## config.mk

```make
export PLATFORM = sky130hd
export DESIGN_NAME = interval_timer_register_port_core
export DESIGN_NICKNAME = d
export VERILOG_FILES = /design/src/hdl/itrp_pkg.sv /design/src/hdl/itrp_channel.sv /design/src/hdl/interval_timer_register_port_core.sv
export SDC_FILE = /design/constraint.sdc
export NUM_CORES = 1
export LEC_CHECK = 0
export BUFFER_PORTS_ARGS = -buffer_cell sky130_fd_sc_hd__buf_2
export CORE_AREA = 2 2 161 115
export DETAILED_ROUTE_END_ITERATION = 16
export DIE_AREA = 0 0 163 117
export PLACE_DENSITY = 0.74
export SLEW_MARGIN = 15
export SYNTH_ARGS = -nofsm -noshare
export SYNTH_HDL_FRONTEND = slang
export SYNTH_SLANG_ARGS = --single-unit
export TNS_END_PERCENT = 20
```

## constraint.sdc

```tcl
create_clock -name clk -period 3 [get_ports clk]
set_input_delay 0.45 -clock clk [delete_from_list [all_inputs] [get_ports clk]]
set_output_delay 0.45 -clock clk [all_outputs]
set_load 0.005 [all_outputs]
```

## src/hdl/itrp_pkg.sv

```systemverilog
`timescale 1ns / 1ps

package itrp_pkg;

  // Access modes held in bits 5:4 of a channel's control word.
  localparam logic [1:0] AM_LATCH = 2'd0;
  localparam logic [1:0] AM_LSB   = 2'd1;
  localparam logic [1:0] AM_MSB   = 2'd2;
  localparam logic [1:0] AM_WORD  = 2'd3;

  // Port address of the control port.
  localparam logic [1:0] CTRL_PORT = 2'd3;

  // Low six bits of a control word, and the byte that a control port read returns.
  localparam logic [5:0] LOW6_MASK = 6'h3f;
  localparam logic [7:0] BYTE_MASK = 8'hff;

  // Access kinds.
  localparam logic KIND_READ  = 1'b0;
  localparam logic KIND_WRITE = 1'b1;

  // Decoded access for one channel, valid in the cycle it is applied.
  typedef struct packed {
    logic       ctrl_wr;
    logic       cnt_wr;
    logic       cnt_rd;
    logic [7:0] data;
  } chan_req_t;

  // What a channel returns for the access applied to it.
  typedef struct packed {
    logic [7:0]  rd_byte;
    logic        toggle_nxt;
    logic [15:0] reload_nxt;
  } chan_rsp_t;

endpackage

```

## src/hdl/itrp_channel.sv

```systemverilog
`timescale 1ns / 1ps

module itrp_channel (
  input  logic                clk,
  input  logic                rst_n,
  input  itrp_pkg::chan_req_t req,
  output itrp_pkg::chan_rsp_t rsp
);
  import itrp_pkg::*;

  logic [5:0]  mode_r,   mode_nxt;
  logic        toggle_r, toggle_nxt;
  logic [15:0] reload_r, reload_nxt;
  logic [15:0] latch_r,  latch_nxt;
  logic [15:0] fake_r,   fake_nxt;
  logic [1:0]  acc_mode;
  logic [15:0] merged;
  logic [7:0]  rd_byte;

  assign acc_mode = mode_r[5:4];
  assign merged   = latch_r | {req.data, 8'h00};

  // Next state of the channel for a control write, count write or count read.
  always_comb begin
    mode_nxt   = mode_r;
    toggle_nxt = toggle_r;
    reload_nxt = reload_r;
    latch_nxt  = latch_r;
    fake_nxt   = fake_r;
    if (req.ctrl_wr) begin
      mode_nxt   = req.data[5:0] & LOW6_MASK;
      toggle_nxt = 1'b0;
      if (req.data[5:4] == AM_LATCH) begin
        // Latch command: capture the fake countdown, then step or reload it.
        latch_nxt = fake_r;
        if (fake_r == 16'd0) begin
          fake_nxt = (reload_r == 16'd0) ? 16'd0 : reload_r - 16'd1;
        end else begin
          fake_nxt = fake_r - 16'd1;
        end
      end
    end else if (req.cnt_wr) begin
      case (acc_mode)
        AM_LSB: begin
          reload_nxt = {8'h00, req.data};
          latch_nxt  = {8'h00, req.data};
        end
        AM_MSB: begin
          reload_nxt = {req.data, 8'h00};
          latch_nxt  = {req.data, 8'h00};
        end
        default: begin
          if (!toggle_r) begin
            latch_nxt  = {8'h00, req.data};
            toggle_nxt = 1'b1;
          end else begin
            latch_nxt  = merged;
            reload_nxt = merged;
            toggle_nxt = 1'b0;
          end
        end
      endcase
    end else if (req.cnt_rd) begin
      if (acc_mode != AM_LSB && acc_mode != AM_MSB) begin
        toggle_nxt = ~toggle_r;
      end
    end
  end

  // Byte returned by a count read in the current mode.
  always_comb begin
    case (acc_mode)
      AM_LSB:  rd_byte = latch_r[7:0];
      AM_MSB:  rd_byte = latch_r[15:8];
      default: rd_byte = toggle_r ? latch_r[15:8] : latch_r[7:0];
    endcase
  end

  assign rsp.rd_byte    = rd_byte;
  assign rsp.toggle_nxt = toggle_nxt;
  assign rsp.reload_nxt = reload_nxt;

  // Channel state registers.
  always_ff @(posedge clk) begin
    if (!rst_n) begin
      mode_r   <= '0;
      toggle_r <= 1'b0;
      reload_r <= '0;
      latch_r  <= '0;
      fake_r   <= '0;
    end else begin
      mode_r   <= mode_nxt;
      toggle_r <= toggle_nxt;
      reload_r <= reload_nxt;
      latch_r  <= latch_nxt;
      fake_r   <= fake_nxt;
    end
  end

endmodule

```

## src/hdl/interval_timer_register_port_core.sv

```systemverilog
// An accepted word is held in the input register, then in the result register,
// where its result is offered. One word per cycle while results are taken; the
// channel state is updated as a word moves from the input register to the result
// register, so the next word sees it.
// Reset (rst_n low, synchronous) clears all channel state and both valid flags.
`timescale 1ns / 1ps

module interval_timer_register_port_core #(
  parameter int CHANNEL_COUNT = 3
) (
  input  logic        clk,
  input  logic        rst_n,
  input  logic        in_valid,
  output logic        in_ready,
  input  logic        in_kind,
  input  logic [1:0]  in_port_address,
  input  logic [7:0]  in_write_byte,
  output logic        out_valid,
  input  logic        out_ready,
  output logic [7:0]  out_read_byte,
  output logic        out_restart_timer,
  output logic [15:0] out_restart_count
);
  import itrp_pkg::*;

  logic        s1_valid_r, s1_valid_nxt;
  logic        s1_kind_r;
  logic [1:0]  s1_port_r;
  logic [7:0]  s1_data_r;
  logic        out_valid_r, out_valid_nxt;
  logic [7:0]  out_read_byte_r;
  logic        out_restart_timer_r;
  logic [15:0] out_restart_count_r;

  logic        advance;
  logic        in_fire;
  logic [7:0]  rd_byte;
  logic        restart;
  logic [15:0] rcount;
  logic [7:0]  chan_rd;

  chan_req_t req [CHANNEL_COUNT];
  chan_rsp_t rsp [CHANNEL_COUNT];

  // Handshake: the result register frees up when empty or taken.
  assign advance   = s1_valid_r && (!out_valid_r || out_ready);
  assign in_ready  = !s1_valid_r || advance;
  assign in_fire   = in_valid && in_ready;
  assign out_valid = out_valid_r;

  // Decode the registered word into per-channel accesses.
  for (genvar i = 0; i < CHANNEL_COUNT; i++) begin : g_chan
    assign req[i].ctrl_wr = advance && s1_kind_r == KIND_WRITE && s1_port_r == CTRL_PORT
                            && s1_data_r[7:6] == 2'(i);
    assign req[i].cnt_wr  = advance && s1_kind_r == KIND_WRITE && s1_port_r == 2'(i);
    assign req[i].cnt_rd  = advance && s1_kind_r == KIND_READ && s1_port_r == 2'(i);
    assign req[i].data    = s1_data_r;

    itrp_channel u_chan (
      .clk   (clk),
      .rst_n (rst_n),
      .req   (req[i]),
      .rsp   (rsp[i])
    );
  end

  // Select the read byte of the addressed channel.
  always_comb begin
    chan_rd = 8'h00;
    for (int i = 0; i < CHANNEL_COUNT; i++) begin
      if (s1_port_r == 2'(i)) begin
        chan_rd = chan_rd | rsp[i].rd_byte;
      end
    end
  end

  // Result fields.
  always_comb begin
    rd_byte = 8'h00;
    restart = 1'b0;
    rcount  = 16'h0000;
    if (s1_kind_r == KIND_WRITE) begin
      if (s1_port_r == 2'd0 && !rsp[0].toggle_nxt) begin
        restart = 1'b1;
        rcount  = rsp[0].reload_nxt;
      end
    end else if (s1_port_r == CTRL_PORT) begin
      rd_byte = BYTE_MASK;
    end else begin
      rd_byte = chan_rd;
    end
  end

  // Valid flags of both stages.
  always_comb begin
    s1_valid_nxt  = in_fire ? 1'b1 : (advance ? 1'b0 : s1_valid_r);
    out_valid_nxt = advance ? 1'b1 : (out_ready ? 1'b0 : out_valid_r);
  end

  always_ff @(posedge clk) begin
    if (!rst_n) begin
      s1_valid_r  <= 1'b0;
      out_valid_r <= 1'b0;
    end else begin
      s1_valid_r  <= s1_valid_nxt;
      out_valid_r <= out_valid_nxt;
    end
  end

  // Input register.
  always_ff @(posedge clk) begin
    if (in_fire) begin
      s1_kind_r <= in_kind;
      s1_port_r <= in_port_address;
      s1_data_r <= in_write_byte;
    end
  end

  // Result register.
  always_ff @(posedge clk) begin
    if (advance) begin
      out_read_byte_r     <= rd_byte;
      out_restart_timer_r <= restart;
      out_restart_count_r <= rcount;
    end
  end

  assign out_read_byte     = out_read_byte_r;
  assign out_restart_timer = out_restart_timer_r;
  assign out_restart_count = out_restart_count_r;

  // A restart comes only from a write, which returns a zero read byte.
  a_restart_no_read : assert property (@(posedge clk) disable iff (!rst_n)
    (out_valid_r && out_restart_timer_r) |-> (out_read_byte_r == 8'h00))
    else $error("restart flagged on a result with a nonzero read byte");

  // Without a restart the count field stays zero.
  a_count_zero : assert property (@(posedge clk) disable iff (!rst_n)
    (out_valid_r && !out_restart_timer_r) |-> (out_restart_count_r == 16'h0000))
    else $error("restart count nonzero without restart");

  // A word leaving the input register lands in the result register.
  a_advance_fills : assert property (@(posedge clk) disable iff (!rst_n)
    advance |=> out_valid_r)
    else $error("result register empty after advance");

  // The input side stalls only when both stages are full and the result is not taken.
  a_stall_full : assert property (@(posedge clk) disable iff (!rst_n)
    !in_ready |-> (s1_valid_r && out_valid_r && !out_ready))
    else $error("input stalled with room in the pipeline");

endmodule

```

==> impl_results.html <==
<table>
<tr><th>Metric</th><th>Value</th></tr>
<tr><th colspan="2">Timing</th></tr>
<tr><td>Maximum frequency from static timing analysis</td><td>352 MHz</td></tr>
<tr><td>Final number of hold-violating endpoints</td><td>0</td></tr>
<tr><td>Worst slew margin</td><td>28.7%</td></tr>
<tr><td>Setup-failing EPs final</td><td>0</td></tr>
<tr><td>Transition time at the pin with the least slew margin</td><td>1.05 ns</td></tr>
<tr><td>Post-route fraction of the period consumed by the critical path</td><td>94.7%</td></tr>
<tr><td>Post-route minimum period</td><td>2.84 ns</td></tr>
<tr><td>Clock Skew</td><td>0.00838 ns</td></tr>
<tr><td>Sum of negative setup slack</td><td>0 ns</td></tr>
<tr><td>RSZ-0062 raised after global routing</td><td>no</td></tr>
<tr><td>Max-slew violation count</td><td>0</td></tr>
<tr><th colspan="2">Global route</th></tr>
<tr><td>GRT Overall Usage</td><td>34.3%</td></tr>
<tr><td>Initial antenna violation count</td><td>0</td></tr>
<tr><td>Wire length of the first global-routing pass</td><td>50.2 mm</td></tr>
<tr><td>Pin count of the biggest net entering global routing</td><td>53</td></tr>
<tr><td>Vias in the first global route</td><td>8,896</td></tr>
<tr><td>Grt total ovfl</td><td>0</td></tr>
<tr><th colspan="2">Critical path</th></tr>
<tr><td>Reg-to-Reg End</td><td>out_read_byte[2]</td></tr>
<tr><td>Number of cells on the worst reg-to-reg path</td><td>8</td></tr>
<tr><td>Category of the most critical setup path</td><td>flip-flop to flip-flop</td></tr>
<tr><td>Maximum fanout encountered on the critical timing path</td><td>12</td></tr>
<tr><td>Slowest stage cell on the critical path</td><td>sky130_fd_sc_hd__ha_1</td></tr>
<tr><td>Start point of the critical path</td><td>g_chan[0].u_chan.mode_r[4]</td></tr>
<tr><td>Worst reg2reg setup slack</td><td>0.16 ns</td></tr>
<tr><td>Depth of the critical timing path with buffers and inverters included</td><td>8</td></tr>
<tr><td>CP Launch Type</td><td>flip-flop</td></tr>
<tr><td>Worst path buffer plus inverter count</td><td>1</td></tr>
<tr><td>Crit-path cells</td><td>inv_1 &gt; ha_1 &gt; nor2b_2 &gt; nand2b_1 &gt; a221oi_1 &gt; a21oi_1 &gt; nor2_1 &gt; a211oi_1</td></tr>
<tr><td>Max stage delay on crit path</td><td>0.46 ns</td></tr>
<tr><td>Critical Path End</td><td>out_read_byte[2]</td></tr>
<tr><td>Worst flop-to-flop path startpoint</td><td>g_chan[0].u_chan.mode_r[4]</td></tr>
<tr><td>Kind of cell adding the most delay to the critical path</td><td>simple AND/OR/NAND/NOR gates</td></tr>
<tr><td>Endpoint arrival time on the critical path</td><td>3.03 ns</td></tr>
<tr><td>Endpoint class of the critical path</td><td>flip-flop</td></tr>
<tr><td>Critical Path RT</td><td>3.19 ns</td></tr>
<tr><th colspan="2">Yosys</th></tr>
<tr><td>Compound-gate portion of the synthesized area</td><td>22.9%</td></tr>
<tr><td>Distinct cell type count of the synthesized netlist</td><td>62</td></tr>
<tr><td>Number of flops mapped to enable cells by yosys</td><td>36</td></tr>
<tr><td>Netlist area before placement</td><td>10,400 µm²</td></tr>
<tr><td>Count of synthesis-stage warnings from yosys</td><td>0</td></tr>
<tr><td>Post-synthesis net count</td><td>1,341</td></tr>
<tr><td>Most area-consuming cells after synthesis</td><td>sky130_fd_sc_hd__dfxtp_1 (30%), sky130_fd_sc_hd__edfxtp_1 (10%), sky130_fd_sc_hd__nor2_1 (6.3%), sky130_fd_sc_hd__a21oi_1 (5.4%), sky130_fd_sc_hd__nand2_1 (4.7%)</td></tr>
<tr><td>Syn avg cell area</td><td>7.90 µm²</td></tr>
<tr><td>Fraction of the mapped netlist area in adder cells</td><td>1.81%</td></tr>
<tr><td>Post-synth ARST share</td><td>0%</td></tr>
<tr><td>Count of mapped cells out of synthesis</td><td>1,311</td></tr>
<tr><td>Fraction of synthesized area in multiplexers</td><td>0.688%</td></tr>
<tr><td>Sequential share of the synthesized area</td><td>40.4%</td></tr>
<tr><td>Leading area contributor after synthesis</td><td>sky130_fd_sc_hd__dfxtp_1</td></tr>
<tr><td>Seq cells post-synth</td><td>191</td></tr>
<tr><td>Dominant combinational cell family by area after synthesis</td><td>simple AND/OR/NAND/NOR gates</td></tr>
<tr><td>Synth top area share</td><td>29.9%</td></tr>
<tr><td>Synth Area in Simple Gates</td><td>26.1%</td></tr>
<tr><td>Xor/xnor share of the synthesized area</td><td>3.47%</td></tr>
<tr><td>Ys flop type</td><td>sky130_fd_sc_hd__dfxtp_1</td></tr>
<tr><td>Most common cell in the netlist</td><td>sky130_fd_sc_hd__nor2_1</td></tr>
<tr><td>Commonest cells in the synthesized netlist</td><td>sky130_fd_sc_hd__nor2_1 (174), sky130_fd_sc_hd__dfxtp_1 (155), sky130_fd_sc_hd__nand2_1 (130)</td></tr>
<tr><th colspan="2">Power</th></tr>
<tr><td>Power density relative to cell area</td><td>470 nW/µm²</td></tr>
<tr><td>Switching power summed over all nets</td><td>1.35 mW</td></tr>
<tr><td>Power share of the combinational group</td><td>6.1%</td></tr>
<tr><td>Share of total power consumed by net switching</td><td>24.8%</td></tr>
<tr><td>Overall power of the completed layout</td><td>5.44 mW</td></tr>
<tr><td>Cell-internal power</td><td>4.09 mW</td></tr>
<tr><td>Clock group share of total power</td><td>44.2%</td></tr>
<tr><td>Largest voltage drop on the vdd net</td><td>448 µV</td></tr>
<tr><td>Portion of total power attributed to sequential cells</td><td>49.6%</td></tr>
<tr><td>Leakage</td><td>4.36 nW</td></tr>
<tr><th colspan="2">Detailed routing</th></tr>
<tr><td>Via-per-instance ratio</td><td>6.50</td></tr>
<tr><td>Total number of vias</td><td>10,300</td></tr>
<tr><td>Wire length after detailed routing</td><td>32.4 mm</td></tr>
<tr><td>Iteration count of the initial detailed-routing pass</td><td>6</td></tr>
<tr><td>Drt drc</td><td>0</td></tr>
<tr><td>Wire length per cell</td><td>20.5 µm</td></tr>
<tr><td>Number of design-rule violations left by the first detailed-router iteration</td><td>1,608</td></tr>
<tr><td>Number of routed nets with antenna violations</td><td>0</td></tr>
<tr><th colspan="2">Floorplan</th></tr>
<tr><td>I/O pin count</td><td>42</td></tr>
<tr><td>Rows</td><td>41</td></tr>
<tr><td>Floorplan die area</td><td>19,100 µm²</td></tr>
<tr><td>Initial cell density of the core</td><td>58.6%</td></tr>
<tr><td>Overall die height</td><td>117 µm</td></tr>
<tr><td>Core footprint</td><td>17,700 µm²</td></tr>
<tr><td>X dimension of the die</td><td>163 µm</td></tr>
<tr><th colspan="2">Layout</th></tr>
<tr><td>Util after Layout</td><td>65.4%</td></tr>
<tr><td>Register area</td><td>4180 µm²</td></tr>
<tr><td>Final-layout fill cell count</td><td>1,594</td></tr>
<tr><td>Net total in the final layout</td><td>1,367</td></tr>
<tr><td>Area growth, synth to finish</td><td>11.8%</td></tr>
<tr><td>Number of inserted diodes</td><td>0</td></tr>
<tr><td>Area of the multi-input gates</td><td>5720 µm²</td></tr>
<tr><td>Share of layout cells above drive strength 1</td><td>10.7%</td></tr>
<tr><th colspan="2">Clock network</th></tr>
<tr><td>Clock net sink count</td><td>191</td></tr>
<tr><td>Maximum clock path buffer count</td><td>2</td></tr>
<tr><td>Max H-tree Level</td><td>4</td></tr>
<tr><td>TritonCTS clock tree</td><td>built</td></tr>
<tr><td>Clk Tree Root Cell</td><td>sky130_fd_sc_hd__clkbuf_16</td></tr>
<tr><td>Clock insertion delay at the later pin of the skew report</td><td>0.44 ns</td></tr>
<tr><td>CTS Buf Count</td><td>17</td></tr>
<tr><td>Number of buffers added for setup after CTS</td><td>0</td></tr>
<tr><td>Clock slew at the register clock pins of the worst setup and hold paths</td><td>0.07 ns</td></tr>
<tr><th colspan="2">Job</th></tr>
<tr><td>Max Cap Violations</td><td>0</td></tr>
<tr><th colspan="2">Worst hold path</th></tr>
<tr><td>Hold path startpoint</td><td>in_write_byte[3]</td></tr>
<tr><td>Hold crit path type</td><td>primary input to flip-flop</td></tr>
<tr><th colspan="2">Placed design</th></tr>
<tr><td>Routability congestion estimate from global placement</td><td>0.950</td></tr>
<tr><td>Post-detail-place hpwl</td><td>23.1 mm</td></tr>
<tr><td>IO buf count</td><td>41</td></tr>
<tr><th colspan="2">Run status</th></tr>
<tr><td>Outcome</td><td>complete, no violations</td></tr>
</table>
[registers in the layout, indices dropped and copies added, names as in the netlist, 2 cells and up]
register                count
g_chan.u_chan.latch_r      48
g_chan.u_chan.fake_r       48
out_read_byte               8
out_restart_count          16
g_chan.u_chan.mode_r        6
g_chan.u_chan.reload_r     48
g_chan.u_chan.toggle_r      3
s1_port_r                   2
s1_data_r                   8
[worst min path at each step]
stage | cells after the start | endpoint | slack (ns)
3_5_place_dp | 2 | g_chan[0].u_chan.latch_r[11] | 0.46
2_1_floorplan | 2 | g_chan[1].u_chan.latch_r[14] | 0.44
3_3_place_gp | 2 | g_chan[0].u_chan.latch_r[15] | 0.46
6_report | 1 | s1_data_r[3] | 0.18
4_1_cts | 1 | s1_data_r[3] | 0.17
5_1_grt | 1 | s1_data_r[2] | 0.17
[cells by family after synthesis]
kind of cell,Yosys count
buf+inv,127
mux,7
flops,191
fa+ha+maj,15
compound gates,367
xor+xnor,41
simple gates,563
[worst reg2reg max path: stages, from the launching register on]
cell and delay [ns]:
sky130_fd_sc_hd__dfxtp_1 0.37, sky130_fd_sc_hd__inv_1 0.06, sky130_fd_sc_hd__ha_1 0.46, sky130_fd_sc_hd__nor2b_2 0.35, sky130_fd_sc_hd__nand2b_1 0.44, sky130_fd_sc_hd__a221oi_1 0.18, sky130_fd_sc_hd__a21oi_1 0.24, sky130_fd_sc_hd__nor2_1 0.07
sky130_fd_sc_hd__a211oi_1 0.43
[repair_timing]
action                     CTS  global route
gates resized for setup      0             1
hold endpoints to repair     0             0
hold buffers                 0             0
setup endpoints to repair    0             1
[power groups by stage]
stage	logic [mW]	clock network (mW)	registers, mW
final	0.334	2.41	2.70
after global routing	0.365	2.52	2.70
after CTS	0.324	2.42	2.70
after detailed placement	0.321	0	2.75
after global placement	0.316	0	2.75
after floorplan	0.212	0	2.73
[layout make-up]
class	instances	share of cell area, %
multi-input combinational	993	49.4
inverter	39	1.27
timing repair buffer	95	5.38
clock inverter	15	1.57
clock buffer	17	3.67
tap	236	2.55
sequential	191	36.1
[cell usage in the layout, fill, tap and decap left out, types with 9 or more instances in the layout]
| cell | count |
|---|---|
| sky130_fd_sc_hd__a211oi_1 | 46 |
| sky130_fd_sc_hd__a21oi_1 | 111 |
| sky130_fd_sc_hd__a221oi_1 | 18 |
| sky130_fd_sc_hd__a22oi_1 | 44 |
| sky130_fd_sc_hd__a311oi_1 | 9 |
| sky130_fd_sc_hd__a31oi_1 | 11 |
| sky130_fd_sc_hd__and3_1 | 13 |
| sky130_fd_sc_hd__buf_2 | 41 |
| sky130_fd_sc_hd__buf_4 | 53 |
| sky130_fd_sc_hd__clkbuf_16 | 17 |
| sky130_fd_sc_hd__dfxtp_1 | 155 |
| sky130_fd_sc_hd__edfxtp_1 | 36 |
| sky130_fd_sc_hd__ha_1 | 15 |
| sky130_fd_sc_hd__inv_1 | 37 |
| sky130_fd_sc_hd__nand2_1 | 130 |
| sky130_fd_sc_hd__nand2b_1 | 9 |
| sky130_fd_sc_hd__nand3_1 | 48 |
| sky130_fd_sc_hd__nor2_1 | 174 |
| sky130_fd_sc_hd__nor2b_1 | 10 |
| sky130_fd_sc_hd__nor3_1 | 74 |
| sky130_fd_sc_hd__nor4_1 | 21 |
| sky130_fd_sc_hd__o211a_1 | 9 |
| sky130_fd_sc_hd__o211ai_1 | 18 |
| sky130_fd_sc_hd__o21ai_0 | 60 |
| sky130_fd_sc_hd__or3_1 | 19 |
| sky130_fd_sc_hd__or4_1 | 12 |
| sky130_fd_sc_hd__xnor2_1 | 22 |
| sky130_fd_sc_hd__xor2_1 | 19 |
[layer usage]
| layer | vias to the layer above | global-route usage [%] | wire length, µm |
|---|---|---|---|
| met1 | 4822 | 52.4 | 14800 |
| met5 | - | 0 | 0 |
| li1 | 4848 | - | - |
| met2 | 599 | 46.3 | 13100 |
| met4 | 0 | 7.73 | 464 |
| met3 | 45 | 11.0 | 4150 |
[stage by stage]
stage	hold WS (ns)	worst slack [ns]	instances	instance area (µm²)
global placement	0.460	0.166	1554	11000
finish	0.178	0.159	1586	11600
CTS	0.167	0.105	1586	11600
global route	0.169	0.0218	1586	11600
floorplan	0.444	0.333	1311	10400
detailed placement	0.464	0.212	1554	11000
No activity file was read; power rests on OpenSTA's default activity.
